File: src/hw/rtl/sha1_pkg.sv
// Shared types, constants and helper functions for the SHA-1 stream hasher.
package sha1_pkg;

    typedef logic [31:0] sha1_word_t;
    typedef logic [4:0][31:0] sha1_hash_t;

    // Block store geometry
    localparam int BLK_WORDS = 16;
    localparam int BLK_AW = $clog2(BLK_WORDS);
    localparam int ROUNDS = 80;
    localparam int ROUND_W = $clog2(ROUNDS);
    localparam int HASH_WORDS = 5;
    localparam int OIDX_W = 3;

    localparam logic [ROUND_W-1:0] LAST_ROUND = ROUND_W'(ROUNDS - 1);
    localparam logic [ROUND_W-1:0] SCHED_START = ROUND_W'(BLK_WORDS);
    localparam logic [OIDX_W-1:0] LAST_OIDX = OIDX_W'(HASH_WORDS - 1);
    localparam logic [BLK_AW-1:0] LAST_WORD = BLK_AW'(BLK_WORDS - 1);
    localparam logic [BLK_AW-1:0] LEN_HI_WORD = BLK_AW'(14);
    localparam logic [BLK_AW-1:0] LEN_LO_WORD = BLK_AW'(15);
    localparam logic [5:0] LAST_BYTE_POS = 6'd63;
    localparam logic [7:0] PAD_BYTE = 8'h80;

    // Initial hash value, H0 at index 0
    localparam sha1_hash_t SHA1_IV = {
        32'hC3D2E1F0, 32'h10325476, 32'h98BADCFE, 32'hEFCDAB89, 32'h67452301
    };

    localparam sha1_word_t K0 = 32'h5A827999;
    localparam sha1_word_t K1 = 32'h6ED9EBA1;
    localparam sha1_word_t K2 = 32'h8F1BBCDC;
    localparam sha1_word_t K3 = 32'hCA62C1D6;

    typedef enum logic [2:0] {
        ST_IDLE,
        ST_LOAD,
        ST_ROUND,
        ST_UPDATE,
        ST_PAD_HEAD,
        ST_PAD_FILL,
        ST_OUT
    } sha1_state_t;

    // Block store access for one cycle
    typedef struct packed {
        logic              we;
        logic [BLK_AW-1:0] waddr;
        sha1_word_t        wdata;
        logic [BLK_AW-1:0] raddr;
    } sha1_mem_req_t;

    // Compression core controls
    typedef struct packed {
        logic               init_work;
        logic               round_en;
        logic [ROUND_W-1:0] round;
        logic               update;
        logic               reinit;
    } sha1_core_ctl_t;

    function automatic sha1_word_t rotl1(input sha1_word_t v);
        rotl1 = {v[30:0], v[31]};
    endfunction

    function automatic sha1_word_t rotl5(input sha1_word_t v);
        rotl5 = {v[26:0], v[31:27]};
    endfunction

    function automatic sha1_word_t rotl30(input sha1_word_t v);
        rotl30 = {v[1:0], v[31:2]};
    endfunction

endpackage

File: src/hw/rtl/sha1_stream_if.sv
// Request channel interfaces: message bytes in, digest words out.
interface sha1_msg_if;
    logic       valid;
    logic       ready;
    logic [7:0] data_byte;
    logic       byte_valid;
    logic       last_item;

    modport source (output valid, data_byte, byte_valid, last_item, input ready);
    modport sink (input valid, data_byte, byte_valid, last_item, output ready);
endinterface

interface sha1_digest_if;
    logic        valid;
    logic        ready;
    logic [31:0] digest_word;
    logic [2:0]  word_index;
    logic        digest_last;

    modport source (output valid, digest_word, word_index, digest_last, input ready);
    modport sink (input valid, digest_word, word_index, digest_last, output ready);
endinterface

File: src/hw/rtl/sha1_blkmem.sv
// Sixteen-word block store, one write and one registered read per cycle.
module sha1_blkmem import sha1_pkg::*;
(
    input  logic          clk,
    input  sha1_mem_req_t req,
    output sha1_word_t    rdata
);

    sha1_word_t mem [BLK_WORDS];
    sha1_word_t rdata_reg;

    // write port
    always_ff @(posedge clk)
    begin
        if (req.we)
        begin
            mem[req.waddr] <= req.wdata;
        end
    end

    // read port, registered
    always_ff @(posedge clk)
    begin
        rdata_reg <= mem[req.raddr];
    end

    assign rdata = rdata_reg;

endmodule

File: src/hw/rtl/sha1_core.sv
// SHA-1 compression: message schedule window, one round per cycle, hash words.
module sha1_core import sha1_pkg::*;
(
    input  logic           clk,
    input  logic           rst_n,
    input  sha1_core_ctl_t ctl,
    input  sha1_word_t     rdata,
    output sha1_hash_t     hash
);

    sha1_hash_t hash_reg;
    sha1_word_t a_reg, b_reg, c_reg, d_reg, e_reg;
    sha1_word_t sched_reg [BLK_WORDS];

    sha1_word_t w_cur;
    sha1_word_t f_val;
    sha1_word_t k_val;
    sha1_word_t t_val;

    // schedule word: block word for the first 16 rounds, expansion after
    always_comb
    begin
        if (ctl.round < SCHED_START)
        begin
            w_cur = rdata;
        end
        else
        begin
            w_cur = rotl1(sched_reg[13] ^ sched_reg[8] ^ sched_reg[2] ^ sched_reg[0]);
        end
    end

    // round function and constant
    always_comb
    begin
        if (ctl.round < ROUND_W'(20))
        begin
            f_val = (b_reg & c_reg) | (~b_reg & d_reg);
            k_val = K0;
        end
        else if (ctl.round < ROUND_W'(40))
        begin
            f_val = b_reg ^ c_reg ^ d_reg;
            k_val = K1;
        end
        else if (ctl.round < ROUND_W'(60))
        begin
            f_val = (b_reg & c_reg) | (b_reg & d_reg) | (c_reg & d_reg);
            k_val = K2;
        end
        else
        begin
            f_val = b_reg ^ c_reg ^ d_reg;
            k_val = K3;
        end
        t_val = rotl5(a_reg) + f_val + e_reg + w_cur + k_val;
    end

    // working variables and schedule window
    always_ff @(posedge clk)
    begin
        if (ctl.init_work)
        begin
            a_reg <= hash_reg[0];
            b_reg <= hash_reg[1];
            c_reg <= hash_reg[2];
            d_reg <= hash_reg[3];
            e_reg <= hash_reg[4];
        end
        else if (ctl.round_en)
        begin
            a_reg <= t_val;
            b_reg <= a_reg;
            c_reg <= rotl30(b_reg);
            d_reg <= c_reg;
            e_reg <= d_reg;
            for (int i = 0; i < BLK_WORDS - 1; i++)
            begin
                sched_reg[i] <= sched_reg[i+1];
            end
            sched_reg[BLK_WORDS-1] <= w_cur;
        end
    end

    // chaining value
    always_ff @(posedge clk or negedge rst_n)
    begin
        if (!rst_n)
        begin
            hash_reg <= SHA1_IV;
        end
        else if (ctl.reinit)
        begin
            hash_reg <= SHA1_IV;
        end
        else if (ctl.update)
        begin
            hash_reg[0] <= hash_reg[0] + a_reg;
            hash_reg[1] <= hash_reg[1] + b_reg;
            hash_reg[2] <= hash_reg[2] + c_reg;
            hash_reg[3] <= hash_reg[3] + d_reg;
            hash_reg[4] <= hash_reg[4] + e_reg;
        end
    end

    assign hash = hash_reg;

endmodule

File: src/hw/rtl/sha1_stream_hasher.sv
// Streaming SHA-1 hasher top level: byte packing, padding, control and digest output.
//
// msg channel: one request per message byte. byte_valid marks whether data_byte
// belongs to the message; last_item closes the message and starts padding.
// A request with byte_valid low and last_item high closes the message with the
// bytes taken so far (an empty message if none).
// digest channel: five requests per message, H0 first, word_index 0..4,
// digest_last on the fifth.
// Bytes are taken one per cycle while a block fills. The 64th byte of a block
// starts a compression (one read setup, 80 rounds on the single round unit,
// one chaining add), during which msg.ready is low, so no byte is taken until
// the block is done. Closing writes the pad word, then the zero/length fill (a
// full extra block when the length does not fit the last one), runs one or
// two compressions, and outputs the five digest words in order.
// The digest leaves through an output register; a stall on digest.ready holds
// the word and pauses the output sequence, while a byte request can already be
// taken once the last word sits in the register.
// Reset (rst_n, asynchronous) loads the SHA-1 initial value and clears the
// bit count; the block store needs no clearing, every word is written first.
module sha1_stream_hasher import sha1_pkg::*;
(
    input  logic                 clk,
    input  logic                 rst_n,
    sha1_msg_if.sink             msg,
    sha1_digest_if.source        digest
);

    sha1_state_t state_reg, state_next;

    logic [63:0]             bit_len_reg, bit_len_next;
    logic [23:0]             acc_reg, acc_next;
    logic [ROUND_W-1:0]      round_reg, round_next;
    logic [BLK_AW-1:0]       pw_reg, pw_next;
    logic                    close_reg, close_next;
    logic                    head_done_reg, head_done_next;
    logic                    len_blk_reg, len_blk_next;
    logic [OIDX_W-1:0]       oidx_reg, oidx_next;
    logic                    dv_reg, dv_next;
    sha1_word_t              dword_reg, dword_next;
    logic [OIDX_W-1:0]       dindex_reg, dindex_next;
    logic                    dlast_reg, dlast_next;

    sha1_mem_req_t  mem_req;
    sha1_core_ctl_t core_ctl;
    sha1_word_t     rdata;
    sha1_hash_t     hash;

    logic              msg_acc;
    logic              out_free;
    logic              out_load;
    logic [5:0]        pos;
    logic [BLK_AW-1:0] head_wi;
    sha1_word_t        pad_word;
    sha1_word_t        fill_word;

    sha1_blkmem u_blkmem (
        .clk   (clk),
        .req   (mem_req),
        .rdata (rdata)
    );

    sha1_core u_core (
        .clk   (clk),
        .rst_n (rst_n),
        .ctl   (core_ctl),
        .rdata (rdata),
        .hash  (hash)
    );

    assign msg.ready = (state_reg == ST_IDLE);
    assign msg_acc   = msg.valid && msg.ready;
    assign out_free  = !dv_reg || digest.ready;
    assign pos       = bit_len_reg[8:3];
    assign head_wi   = bit_len_reg[8:5];

    // first pad word: pending bytes of the partial word, then 0x80
    always_comb
    begin
        case (pos[1:0])
            2'd0:    pad_word = {PAD_BYTE, 24'h0};
            2'd1:    pad_word = {acc_reg[7:0], PAD_BYTE, 16'h0};
            2'd2:    pad_word = {acc_reg[15:0], PAD_BYTE, 8'h0};
            2'd3:    pad_word = {acc_reg[23:0], PAD_BYTE};
            default: pad_word = {PAD_BYTE, 24'h0};
        endcase
    end

    // zero fill, with the bit length in the last two words of the final block
    always_comb
    begin
        if (len_blk_reg && pw_reg == LEN_HI_WORD)
        begin
            fill_word = bit_len_reg[63:32];
        end
        else if (len_blk_reg && pw_reg == LEN_LO_WORD)
        begin
            fill_word = bit_len_reg[31:0];
        end
        else
        begin
            fill_word = '0;
        end
    end

    // next state
    always_comb
    begin
        state_next = state_reg;
        case (state_reg)
            ST_IDLE:
            begin
                if (msg_acc)
                begin
                    if (msg.byte_valid && pos == LAST_BYTE_POS)
                    begin
                        state_next = ST_LOAD;
                    end
                    else if (msg.last_item)
                    begin
                        state_next = ST_PAD_HEAD;
                    end
                end
            end
            ST_LOAD:
            begin
                state_next = ST_ROUND;
            end
            ST_ROUND:
            begin
                if (round_reg == LAST_ROUND)
                begin
                    state_next = ST_UPDATE;
                end
            end
            ST_UPDATE:
            begin
                if (!close_reg)
                begin
                    state_next = ST_IDLE;
                end
                else if (!head_done_reg)
                begin
                    state_next = ST_PAD_HEAD;
                end
                else if (len_blk_reg)
                begin
                    state_next = ST_OUT;
                end
                else
                begin
                    state_next = ST_PAD_FILL;
                end
            end
            ST_PAD_HEAD:
            begin
                state_next = (head_wi == LAST_WORD) ? ST_LOAD : ST_PAD_FILL;
            end
            ST_PAD_FILL:
            begin
                if (pw_reg == LAST_WORD)
                begin
                    state_next = ST_LOAD;
                end
            end
            ST_OUT:
            begin
                if (out_free && oidx_reg == LAST_OIDX)
                begin
                    state_next = ST_IDLE;
                end
            end
            default:
            begin
                state_next = ST_IDLE;
            end
        endcase
    end

    // block store and core controls
    always_comb
    begin
        mem_req.we    = 1'b0;
        mem_req.waddr = pos[5:2];
        mem_req.wdata = {acc_reg, msg.data_byte};
        mem_req.raddr = '0;
        core_ctl.init_work = 1'b0;
        core_ctl.round_en  = 1'b0;
        core_ctl.round     = round_reg;
        core_ctl.update    = 1'b0;
        core_ctl.reinit    = 1'b0;
        out_load = 1'b0;
        case (state_reg)
            ST_IDLE:
            begin
                mem_req.we = msg_acc && msg.byte_valid && (pos[1:0] == 2'd3);
            end
            ST_LOAD:
            begin
                core_ctl.init_work = 1'b1;
            end
            ST_ROUND:
            begin
                mem_req.raddr     = round_reg[BLK_AW-1:0] + BLK_AW'(1);
                core_ctl.round_en = 1'b1;
            end
            ST_UPDATE:
            begin
                core_ctl.update = 1'b1;
            end
            ST_PAD_HEAD:
            begin
                mem_req.we    = 1'b1;
                mem_req.waddr = head_wi;
                mem_req.wdata = pad_word;
            end
            ST_PAD_FILL:
            begin
                mem_req.we    = 1'b1;
                mem_req.waddr = pw_reg;
                mem_req.wdata = fill_word;
            end
            ST_OUT:
            begin
                out_load        = out_free;
                core_ctl.reinit = out_free && (oidx_reg == LAST_OIDX);
            end
            default:
            begin
                mem_req.we = 1'b0;
            end
        endcase
    end

    // counters, flags and the output register
    always_comb
    begin
        bit_len_next   = bit_len_reg;
        acc_next       = acc_reg;
        round_next     = round_reg;
        pw_next        = pw_reg;
        close_next     = close_reg;
        head_done_next = head_done_reg;
        len_blk_next   = len_blk_reg;
        oidx_next      = oidx_reg;
        dword_next     = dword_reg;
        dindex_next    = dindex_reg;
        dlast_next     = dlast_reg;
        dv_next        = dv_reg && !digest.ready;

        case (state_reg)
            ST_IDLE:
            begin
                if (msg_acc)
                begin
                    if (msg.byte_valid)
                    begin
                        bit_len_next = bit_len_reg + 64'd8;
                        acc_next     = {acc_reg[15:0], msg.data_byte};
                    end
                    close_next     = msg.last_item;
                    head_done_next = 1'b0;
                end
            end
            ST_LOAD:
            begin
                round_next = '0;
            end
            ST_ROUND:
            begin
                round_next = round_reg + ROUND_W'(1);
            end
            ST_UPDATE:
            begin
                if (close_reg && head_done_reg && !len_blk_reg)
                begin
                    pw_next      = '0;
                    len_blk_next = 1'b1;
                end
            end
            ST_PAD_HEAD:
            begin
                head_done_next = 1'b1;
                len_blk_next   = (head_wi < LEN_HI_WORD);
                pw_next        = head_wi + BLK_AW'(1);
            end
            ST_PAD_FILL:
            begin
                pw_next = pw_reg + BLK_AW'(1);
            end
            ST_OUT:
            begin
                if (out_free)
                begin
                    if (oidx_reg == LAST_OIDX)
                    begin
                        oidx_next    = '0;
                        bit_len_next = '0;
                        close_next   = 1'b0;
                    end
                    else
                    begin
                        oidx_next = oidx_reg + OIDX_W'(1);
                    end
                end
            end
            default:
            begin
                round_next = round_reg;
            end
        endcase

        if (out_load)
        begin
            dv_next     = 1'b1;
            dword_next  = hash[oidx_reg];
            dindex_next = oidx_reg;
            dlast_next  = (oidx_reg == LAST_OIDX);
        end
    end

    // control registers
    always_ff @(posedge clk or negedge rst_n)
    begin
        if (!rst_n)
        begin
            state_reg     <= ST_IDLE;
            bit_len_reg   <= '0;
            round_reg     <= '0;
            pw_reg        <= '0;
            close_reg     <= 1'b0;
            head_done_reg <= 1'b0;
            len_blk_reg   <= 1'b0;
            oidx_reg      <= '0;
            dv_reg        <= 1'b0;
        end
        else
        begin
            state_reg     <= state_next;
            bit_len_reg   <= bit_len_next;
            round_reg     <= round_next;
            pw_reg        <= pw_next;
            close_reg     <= close_next;
            head_done_reg <= head_done_next;
            len_blk_reg   <= len_blk_next;
            oidx_reg      <= oidx_next;
            dv_reg        <= dv_next;
        end
    end

    // payload registers
    always_ff @(posedge clk)
    begin
        acc_reg    <= acc_next;
        dword_reg  <= dword_next;
        dindex_reg <= dindex_next;
        dlast_reg  <= dlast_next;
    end

    assign digest.valid       = dv_reg;
    assign digest.digest_word = dword_reg;
    assign digest.word_index  = dindex_reg;
    assign digest.digest_last = dlast_reg;

endmodule

File: src/flat_wrapper.sv
// flat-port wrapper written by rule: the top's interface ports become plain ports
module sha1_stream_hasher_flat import sha1_pkg::*;
  (clk, rst_n, msg_valid, msg_data_byte, msg_byte_valid, msg_last_item, msg_ready, digest_valid, digest_digest_word, digest_word_index, digest_digest_last, digest_ready);
  sha1_msg_if msg_i ();
  sha1_digest_if digest_i ();
  input  logic clk;
  input  logic rst_n;
  input wire logic [$bits(msg_i.valid)-1:0] msg_valid;
  input wire logic [$bits(msg_i.data_byte)-1:0] msg_data_byte;
  input wire logic [$bits(msg_i.byte_valid)-1:0] msg_byte_valid;
  input wire logic [$bits(msg_i.last_item)-1:0] msg_last_item;
  output wire logic [$bits(msg_i.ready)-1:0] msg_ready;
  output wire logic [$bits(digest_i.valid)-1:0] digest_valid;
  output wire logic [$bits(digest_i.digest_word)-1:0] digest_digest_word;
  output wire logic [$bits(digest_i.word_index)-1:0] digest_word_index;
  output wire logic [$bits(digest_i.digest_last)-1:0] digest_digest_last;
  input wire logic [$bits(digest_i.ready)-1:0] digest_ready;
  assign msg_i.valid = msg_valid;
  assign msg_i.data_byte = msg_data_byte;
  assign msg_i.byte_valid = msg_byte_valid;
  assign msg_i.last_item = msg_last_item;
  assign msg_ready = msg_i.ready;
  assign digest_valid = digest_i.valid;
  assign digest_digest_word = digest_i.digest_word;
  assign digest_word_index = digest_i.word_index;
  assign digest_digest_last = digest_i.digest_last;
  assign digest_i.ready = digest_ready;
  sha1_stream_hasher u_core (.clk(clk), .rst_n(rst_n), .msg(msg_i), .digest(digest_i));
endmodule
File: config.mk
export PLATFORM = sky130hd
export DESIGN_NAME = sha1_stream_hasher_flat
export DESIGN_NICKNAME = d
export VERILOG_FILES = /design/src/hw/rtl/sha1_pkg.sv /design/src/hw/rtl/sha1_stream_if.sv /design/src/hw/rtl/sha1_blkmem.sv /design/src/hw/rtl/sha1_core.sv /design/src/hw/rtl/sha1_stream_hasher.sv /design/src/flat_wrapper.sv
export SDC_FILE = /design/constraint.sdc
export NUM_CORES = 2
export LEC_CHECK = 0
export ABC_CLOCK_PERIOD_IN_PS = 19290
export BUFFER_PORTS_ARGS = -buffer_cell sky130_fd_sc_hd__buf_2
export CAP_MARGIN = 40
export CORE_MARGIN = 2
export CORE_UTILIZATION = 44
export DETAILED_ROUTE_END_ITERATION = 8
export MAX_ROUTING_LAYER = met4
export PLACE_DENSITY_LB_ADDON = 0.3
export SETUP_SLACK_MARGIN = 0.15
export SLEW_MARGIN = 40
export SYNTH_ARGS = -nofsm -noshare
export SYNTH_HDL_FRONTEND = slang
export SYNTH_SLANG_ARGS = --single-unit
File: constraint.sdc
create_clock -name clk -period 19.29 [get_ports clk]
set_input_delay 1.929 -clock clk [delete_from_list [all_inputs] [get_ports clk]]
set_output_delay 1.929 -clock clk [all_outputs]
set_load 0.05 [all_outputs]
# --- Word level (Yosys, flattened, before mapping) ---
# Memory sizes are Yosys's and may differ from the RTL's. A register that Yosys moved wholly into a read port is not among the register bits.
# Index checks and enable logic that the tools add are counted.
word_totals:
  output_inout_bits: 38
  n_memories: 2
  ram_bits: 1024
  wordCells: 181
  inputBits: 14
  register_bits: 465
memory_table:
  columns: ["name", "words", "word_bits", "rd", "rd_ports_with_merged_regs", "wr", "line_no", "rtl"]
  rows:
  - ["u_core.u_blkmem.mem", 16, 32, 1, 1, 1, "sha1_blkmem.sv:9", "sha1_word_t mem [BLK_WORDS];"]
  - ["u_core.u_core.sched_reg", 16, 32, 16, 0, 16, "sha1_core.sv:13", "sha1_word_t sched_reg [BLK_WORDS];"]
classes:
  bitwise: 13
  muxes: 66
  n_lt_le_gt_ge: 6
  n_reduce_logical: 32
  n_addsub: 15
  eq_ne: 24
ops:
  columns: ["cell", "n"]
  rows:
  - ["$mux 32", 19]
  - ["$mux 160", 2]
  - ["$add 32x32->32", 9]
  - ["$mux 64", 4]
  - ["$xor 32x32->32", 5]
  - ["$and 32x32->32", 4]
  - ["$pmux 32 s4", 1]
  - ["$pmux 64 s2", 1]
  - ["$bmux 32 s3", 1]
  - ["$or 32x32->32", 3]
  - ["$pmux 36 s2", 1]
  - ["$add 64x4->64 const B", 1]
  - ["$not 32->32", 1]
  - ["$mux 31", 1]
  - ["$mux 3", 10]
  - ["$pmux 3 s7", 1]
  - ["$mux 1", 16]
  - ["$lt 7x5->1 const B", 2]
  - ["$lt 7x6->1 const B", 2]
  - ["$pmux 7 s2", 1]
  - ["$add 4x1->4 const B", 3]
  - ["$eq 3x3->1 const B", 4]
  - ["$eq 4x4->1 const B", 3]
  - ["$pmux 4 s3", 1]
  - ["28 further kinds", 60]

# --- Longest topological paths before layout ---
logic_depth:
  word_depth: 12
  ltp_mapped: 24
  mapped_depth_nobuf: 22

# --- Hierarchy ---
# From an unflattened synthesis, not the netlist that was laid out.
hier_totals:
  cells_unflattened: 5032
  area_unflattened_um2: 70605.2
modules_own_cells:
  columns: ["module", "seq_area_each_um2", "n_inst", "area_per_inst_um2", "cells_each"]
  rows:
  - ["sha1_core", 24283.3, 1, 42294.3, 3302]
  - ["sha1_blkmem", 16015.4, 1, 19835.3, 838]
  - ["sha1_stream_hasher", 3853.7, 1, 8475.6, 892]

# --- Least setup slack after synthesis ---
# No wires, ideal clock.
synth_timing:
  kind: "reg2reg"
  from: "reg u_core.state_reg[1]"
  to: "reg u_core.u_core.a_reg[0] (enable)"
  required_time_ns: 18.480
  n_path_buf: 1
  setup_time_ns: 0.810
  path_slack_ns: 1.157
  arrival_time_ns: 17.323
  period_less_slack_ns: 18.133
  path_stages_with_launch: 6
  cell_sequence: "dfrtp_1 clkbuf_1 or3b_2 clkinv_1 nor2_1 inv_1"
synth_via:
  elab_chain_len: 3
  elab_cells_between_ends: 5
  cone_classes: "2 x eq/ne; 2 x mux; 1 x reduce/logical"
synth_lines:
  columns: ["item", "line_no", "rtl"]
  rows:
  - ["start: declaration", "sha1_stream_hasher.sv:28", "sha1_state_t state_reg, state_next;"]
  - ["start signal: assignment", "sha1_stream_hasher.sv:338", "state_reg <= state_next;"]
  - ["$eq 3x2->1 / $eq 3x1->1 (equally long branches)", "sha1_stream_hasher.sv:192", "case (state_reg)"]
  - ["$mux 1", "sha1_stream_hasher.sv:192", null]
  - ["$reduce_bool 2->1 (no line) (*)", null, null]
  - ["end signal: assignment", "sha1_core.sv:64", "a_reg <= hash_reg[0];"]
  - ["end signal: assignment", "sha1_core.sv:72", "a_reg <= t_val;"]
  - ["end: declaration", "sha1_core.sv:12", "sha1_word_t a_reg, b_reg, c_reg, d_reg, e_reg;"]
# Mark *: on every way between the ends. The rest lies on a longest branch, timed or not.
# A chain may end at the register's enable or synchronous reset.

# --- Worst setup path in the final report ---
layout_timing:
  from: "reg u_core.round_reg[5]"
  to: "reg u_core.u_core.a_reg[29], data pin"
layout_via:
  elab_chain_len: 10
  elab_cells_between_ends: 17
  cone_classes: "4 x add/sub; 4 x order compare; 9 x mux"
layout_lines:
  columns: ["item", "line_no", "rtl"]
  rows:
  - ["start: declaration", "sha1_stream_hasher.sv:32", "logic [ROUND_W-1:0] round_reg, round_next;"]
  - ["start signal: assignment", "sha1_stream_hasher.sv:340", "round_reg <= round_next;"]
  - ["$lt 7x6->1", "sha1_core.sv:46", "else if (ctl.round < ROUND_W'(60))"]
  - ["$mux 32", "sha1_core.sv:46", null]
  - ["$mux 32", "sha1_core.sv:41", "else if (ctl.round < ROUND_W'(40))"]
  - ["$mux 32", "sha1_core.sv:36", "if (ctl.round < ROUND_W'(20))"]
  - ["$add 32x32->32 (3 in a row)", "sha1_core.sv:56", "t_val = rotl5(a_reg) + f_val + e_reg + w_cur + k_val;"]
  - ["$add 32x32->32 (*)", "sha1_core.sv:56", null]
  - ["$mux 32 (*)", "sha1_core.sv:70", "else if (ctl.round_en)"]
  - ["$mux 32 (*)", "sha1_core.sv:62", "if (ctl.init_work)"]
# Mark *: on every way between the ends. The rest lies on a longest branch, timed or not. The select of a mux whose other input is x is not followed.

==> summary.md <==
| Metric | Value |
|---|---|
| Post-route DRC violation count | `0` |
| WL met3 | `13.83 mm` |
| Critical path class | `flip-flop to flip-flop` |
| Initial Utilization | `44.24%` |
| Power, Total | `6.553 mW` |
| CTS Buffer Depth | `3` |
| Fin. Hold Viols | `0` |
| Most frequently used flop master after synthesis | `edfxtp_1` |
| Comb power frac | `less than 1%` |
| Mapped Cells | `between 5000 and 6000` |
| Netlist cell types | `88` |
| Actual slew at the worst max-slew pin | `0.8935 ns` |
| Iter 0 DRT Violations | `4999` |
| Worst reg2reg path depth | `22` |
| Area grow syn2layout | `11.66%` |
| CTS tree | `yes` |
| Core Region | `approximately 160000 um^2` |
| Clock transition at path regs | `0.06 ns` |
| CP max FO | `19` |
| Hold EP | `u_core.u_core.sched_reg[0][219]$_DFFE_PP_` |
| Cts hold-fix bufs | `0` |
| Fin crit period | `6.440 ns` |
| Nets | `6116` |
| Vias | `46050` |
| Util after Layout | `49.39%` |
| RSZ-0062 raised after global routing | `no` |
| I/O pin cnt | `52` |
| Most frequent cells in the layout | `edfxtp_1, nand2_1, o21ai_0` |
| Most common cell after layout, fill and taps aside | `edfxtp_1` |
| Asr flop ratio synth | `around 16%` |
| Drt total wl | `184.4 mm` |
| CTS Root Cell | `clkbuf_16` |
| Seq cells post-synth | `1518` |
| Met2 WL | `roughly 83 mm` |
| Max Clock Freq | `155.3 MHz` |
| Seq/Total Area, Yosys | `62.23%` |
| Initial antenna violation count | `4` |
| Synthesized area | `approximately 71000 um^2` |
| Overall routing resource usage | `22.87%` |
| CTS Buf Count | `around 150` |
| Outcome | `finished clean` |
| Vias in the first global route | `43330` |
| TritonRoute pass-1 iters | `6` |
| Worst Path Required | `19.78 ns` |
| Routed wire length per instance | `22.85 um` |
| Setup Buffers After CTS | `0` |
| Crit path DAT | `6.93 ns` |
| Global-route wire length before repair | `275.6 mm` |
| P_sw | `1.317 mW` |
| Global route overflow | `0` |
| EDFF count, synth | `1244` |
| CTS sink cnt | `1518` |
| Clk_lat worst skew | `approximately 0.80 ns` |
| Final ANT Viol Nets | `0` |
| Final RePlAce weighted congestion | `0.9548` |
| R2R Setup Slk | `12.85 ns` |
| R2r endpoint | `u_core.u_core.a_reg[29]$_DFFE_PP_` |
| Via density | `between 5 and 6` |
| DP HPWL | `118.5 mm` |
| Final worst-path cycle share | `around 33%` |
| IO buf count | `51` |
| Top layer in use | `met4` |
| Final setup vio count | `0` |
| Peak VDD IR | `0.00009881 V` |
| Worst hold stages | `0` |
| Largest net degree at the start of global routing | `120` |
| Clock power share | `46.2%` |
| Resize count post-CTS | `0` |
| Placed cell area | `between 70000 and 80000 um^2` |
| Cell area power density | `82.72 nW/um^2` |
| Share of power burned in registers | `a little over half` |
| Cell-internal power | `~5.2 mW` |
| Yosys warns | `0` |
| Relative slew margins | `40.17%` |
| Syn_nets | `6079` |
| Final Instance Area | `79220 um^2` |
| Die ar. | `approximately 160000 um^2` |
| Fin Setup TNS | `0 ns` |
| FF-to-FF Start | `u_core.round_reg[5]$_DFFE_PN0P_` |
| Site Rows | `147` |
| Layout cells sized above 1 | `under 10%` |
| Die width | `405.6 um` |
| HP Class | `flip-flop to flip-flop` |
| Layout Skew | `approximately 0.046 ns` |
| Met1 WL | `about 83 mm` |
| Net Sw Frac | `20.10%` |
| Max-slew violations | `0` |
| CP Launch Type | `flip-flop` |
| Crit. End Element | `flip-flop` |
| Hold Crit Start | `u_core.u_core.sched_reg[0][251]$_DFFE_PP_` |
| Avg Cell Area, Syn | `12.36 um^2` |
| Die height | `405.6 um` |
| Max-Cap Viols | `0` |
| Pleak | `29.95 nW` |
| H-Tree Depth | `4` |
-- per-layer routing --
metal | vias up | global-route usage [%]
li1 | 20990 | -
met3 | 284 | 3.509
met1 | 22990 | 32.98
met5 | - | -
met4 | 0 | 6.659
met2 | 1790 | 33.59
-- synthesized netlist by cell type, types with 8 or more instances --
cell type	number	area share [%]
xor2_1	108	1.3
a221o_1	17	0.24
nor2b_1	148	1.3
inv_1	307	1.6
mux4_2	32	1.0
o21a_1	51	0.54
and3_1	44	0.39
and2_1	15	0.13
nand3_1	114	0.80
a21oi_1	278	2.0
ha_1	201	3.5
a31oi_1	88	0.78
edfxtp_1	1244	53
or3_1	28	0.25
clkbuf_1	245	1.3
o211ai_1	14	0.15
fa_1	125	3.5
a21o_1	78	0.83
o31ai_1	22	0.23
mux2i_1	66	0.93
dfstp_2	80	3.0
o221ai_1	17	0.21
dfrtp_1	162	5.7
nand2_1	868	4.6
a211o_1	8	0.099
and4_1	11	0.14
nor4_1	13	0.11
nor3_1	70	0.49
buf_1	20	0.11
or2_2	8	0.071
a311oi_1	67	0.83
nand4_1	23	0.20
nand2b_1	37	0.33
xnor2_1	189	2.3
a21boi_0	8	0.085
o21ai_0	337	2.4
a211oi_1	183	1.9
o21bai_1	23	0.24
nor2_1	238	1.3
dfxtp_1	32	0.90
a22oi_1	17	0.18
-- worst max-delay path: stages (launching register included) --
cell	delay (ns)
dfrtp_1	0.47
a41oi_2	0.58
nand2_1	0.10
buf_4	0.25
inv_1	0.12
nor2_2	0.06
buf_4	0.26
inv_1	0.57
o221ai_1	0.30
fa_1	0.59
inv_1	0.05
fa_1	0.48
ha_1	0.36
and3_1	0.25
o211a_1	0.17
a32oi_1	0.16
o21ai_1	0.15
o21ai_1	0.21
a31oi_1	0.16
or4_1	0.42
a31o_2	0.25
xnor2_1	0.12
o21ai_0	0.08
-- area by class of cell --
type	count	area, um^2
inverter	309	1172
sequential	1518	44160
multi-input combinational	3646	24920
tap	2160	2703
timing repair buffer	148	1121
fill	13980	81160
antenna	5	12.51
clock buffer	222	4323
clock inverter	63	807.0
-- worst max-delay path by stage --
stage          slack [ns]                                 to  depth (start not counted)                            start
6_report            12.85  u_core.u_core.a_reg[29]$_DFFE_PP_                         22  u_core.round_reg[5]$_DFFE_PN0P_
5_1_grt             12.52  u_core.u_core.a_reg[29]$_DFFE_PP_                         22  u_core.round_reg[5]$_DFFE_PN0P_
4_1_cts             12.67  u_core.u_core.a_reg[29]$_DFFE_PP_                         23  u_core.round_reg[5]$_DFFE_PN0P_
3_5_place_dp        12.69  u_core.u_core.a_reg[29]$_DFFE_PP_                         23  u_core.round_reg[5]$_DFFE_PN0P_
3_3_place_gp        12.40  u_core.u_core.a_reg[29]$_DFFE_PP_                         23  u_core.round_reg[2]$_DFFE_PN0P_
2_1_floorplan        1.16   u_core.u_core.a_reg[0]$_DFFE_PP_                          5  u_core.state_reg[1]$_DFFE_PN0P_
-- metrics by stage --
| stage | std cells | setup slack, ns | hold WS [ns] |
|---|---|---|---|
| after floorplan | 5739 | 1.157 | 0.4003 |
| after global placement | 7776 | 12.40 | 0.4006 |
| after detailed placement | 7778 | 12.69 | 0.4045 |
| after CTS | 8063 | 12.67 | 0.4054 |
| after global routing | 8069 | 12.52 | 0.4017 |
| final | 8071 | 12.85 | 0.4082 |
-- power groups by stage --
stage | Clock, mW | Combinational [mW] | Sequential (mW)
after global placement | 0 | 0.0201 | 3.57
after global routing | 3.21 | 0.0225 | 3.50
after floorplan | 0 | 0.00263 | 3.57
final | 3.03 | 0.0198 | 3.51
after detailed placement | 0 | 0.0203 | 3.57
after CTS | 3.08 | 0.0204 | 3.51
-- cells by family after synthesis --
logic type / after synthesis / share of synthesized area [%]
AO/OA/AOI/OAI: 1288 / 11.72
XOR/XNOR: 297 / 3.666
adder cells (fa/ha/maj): 326 / 7.072
buffers and inverters: 575 / 3.044
flip-flops: 1518 / 62.23
multiplexers: 99 / 1.963
AND/OR/NAND/NOR: 1636 / 10.30
No activity file was read; power rests on OpenSTA's default activity.
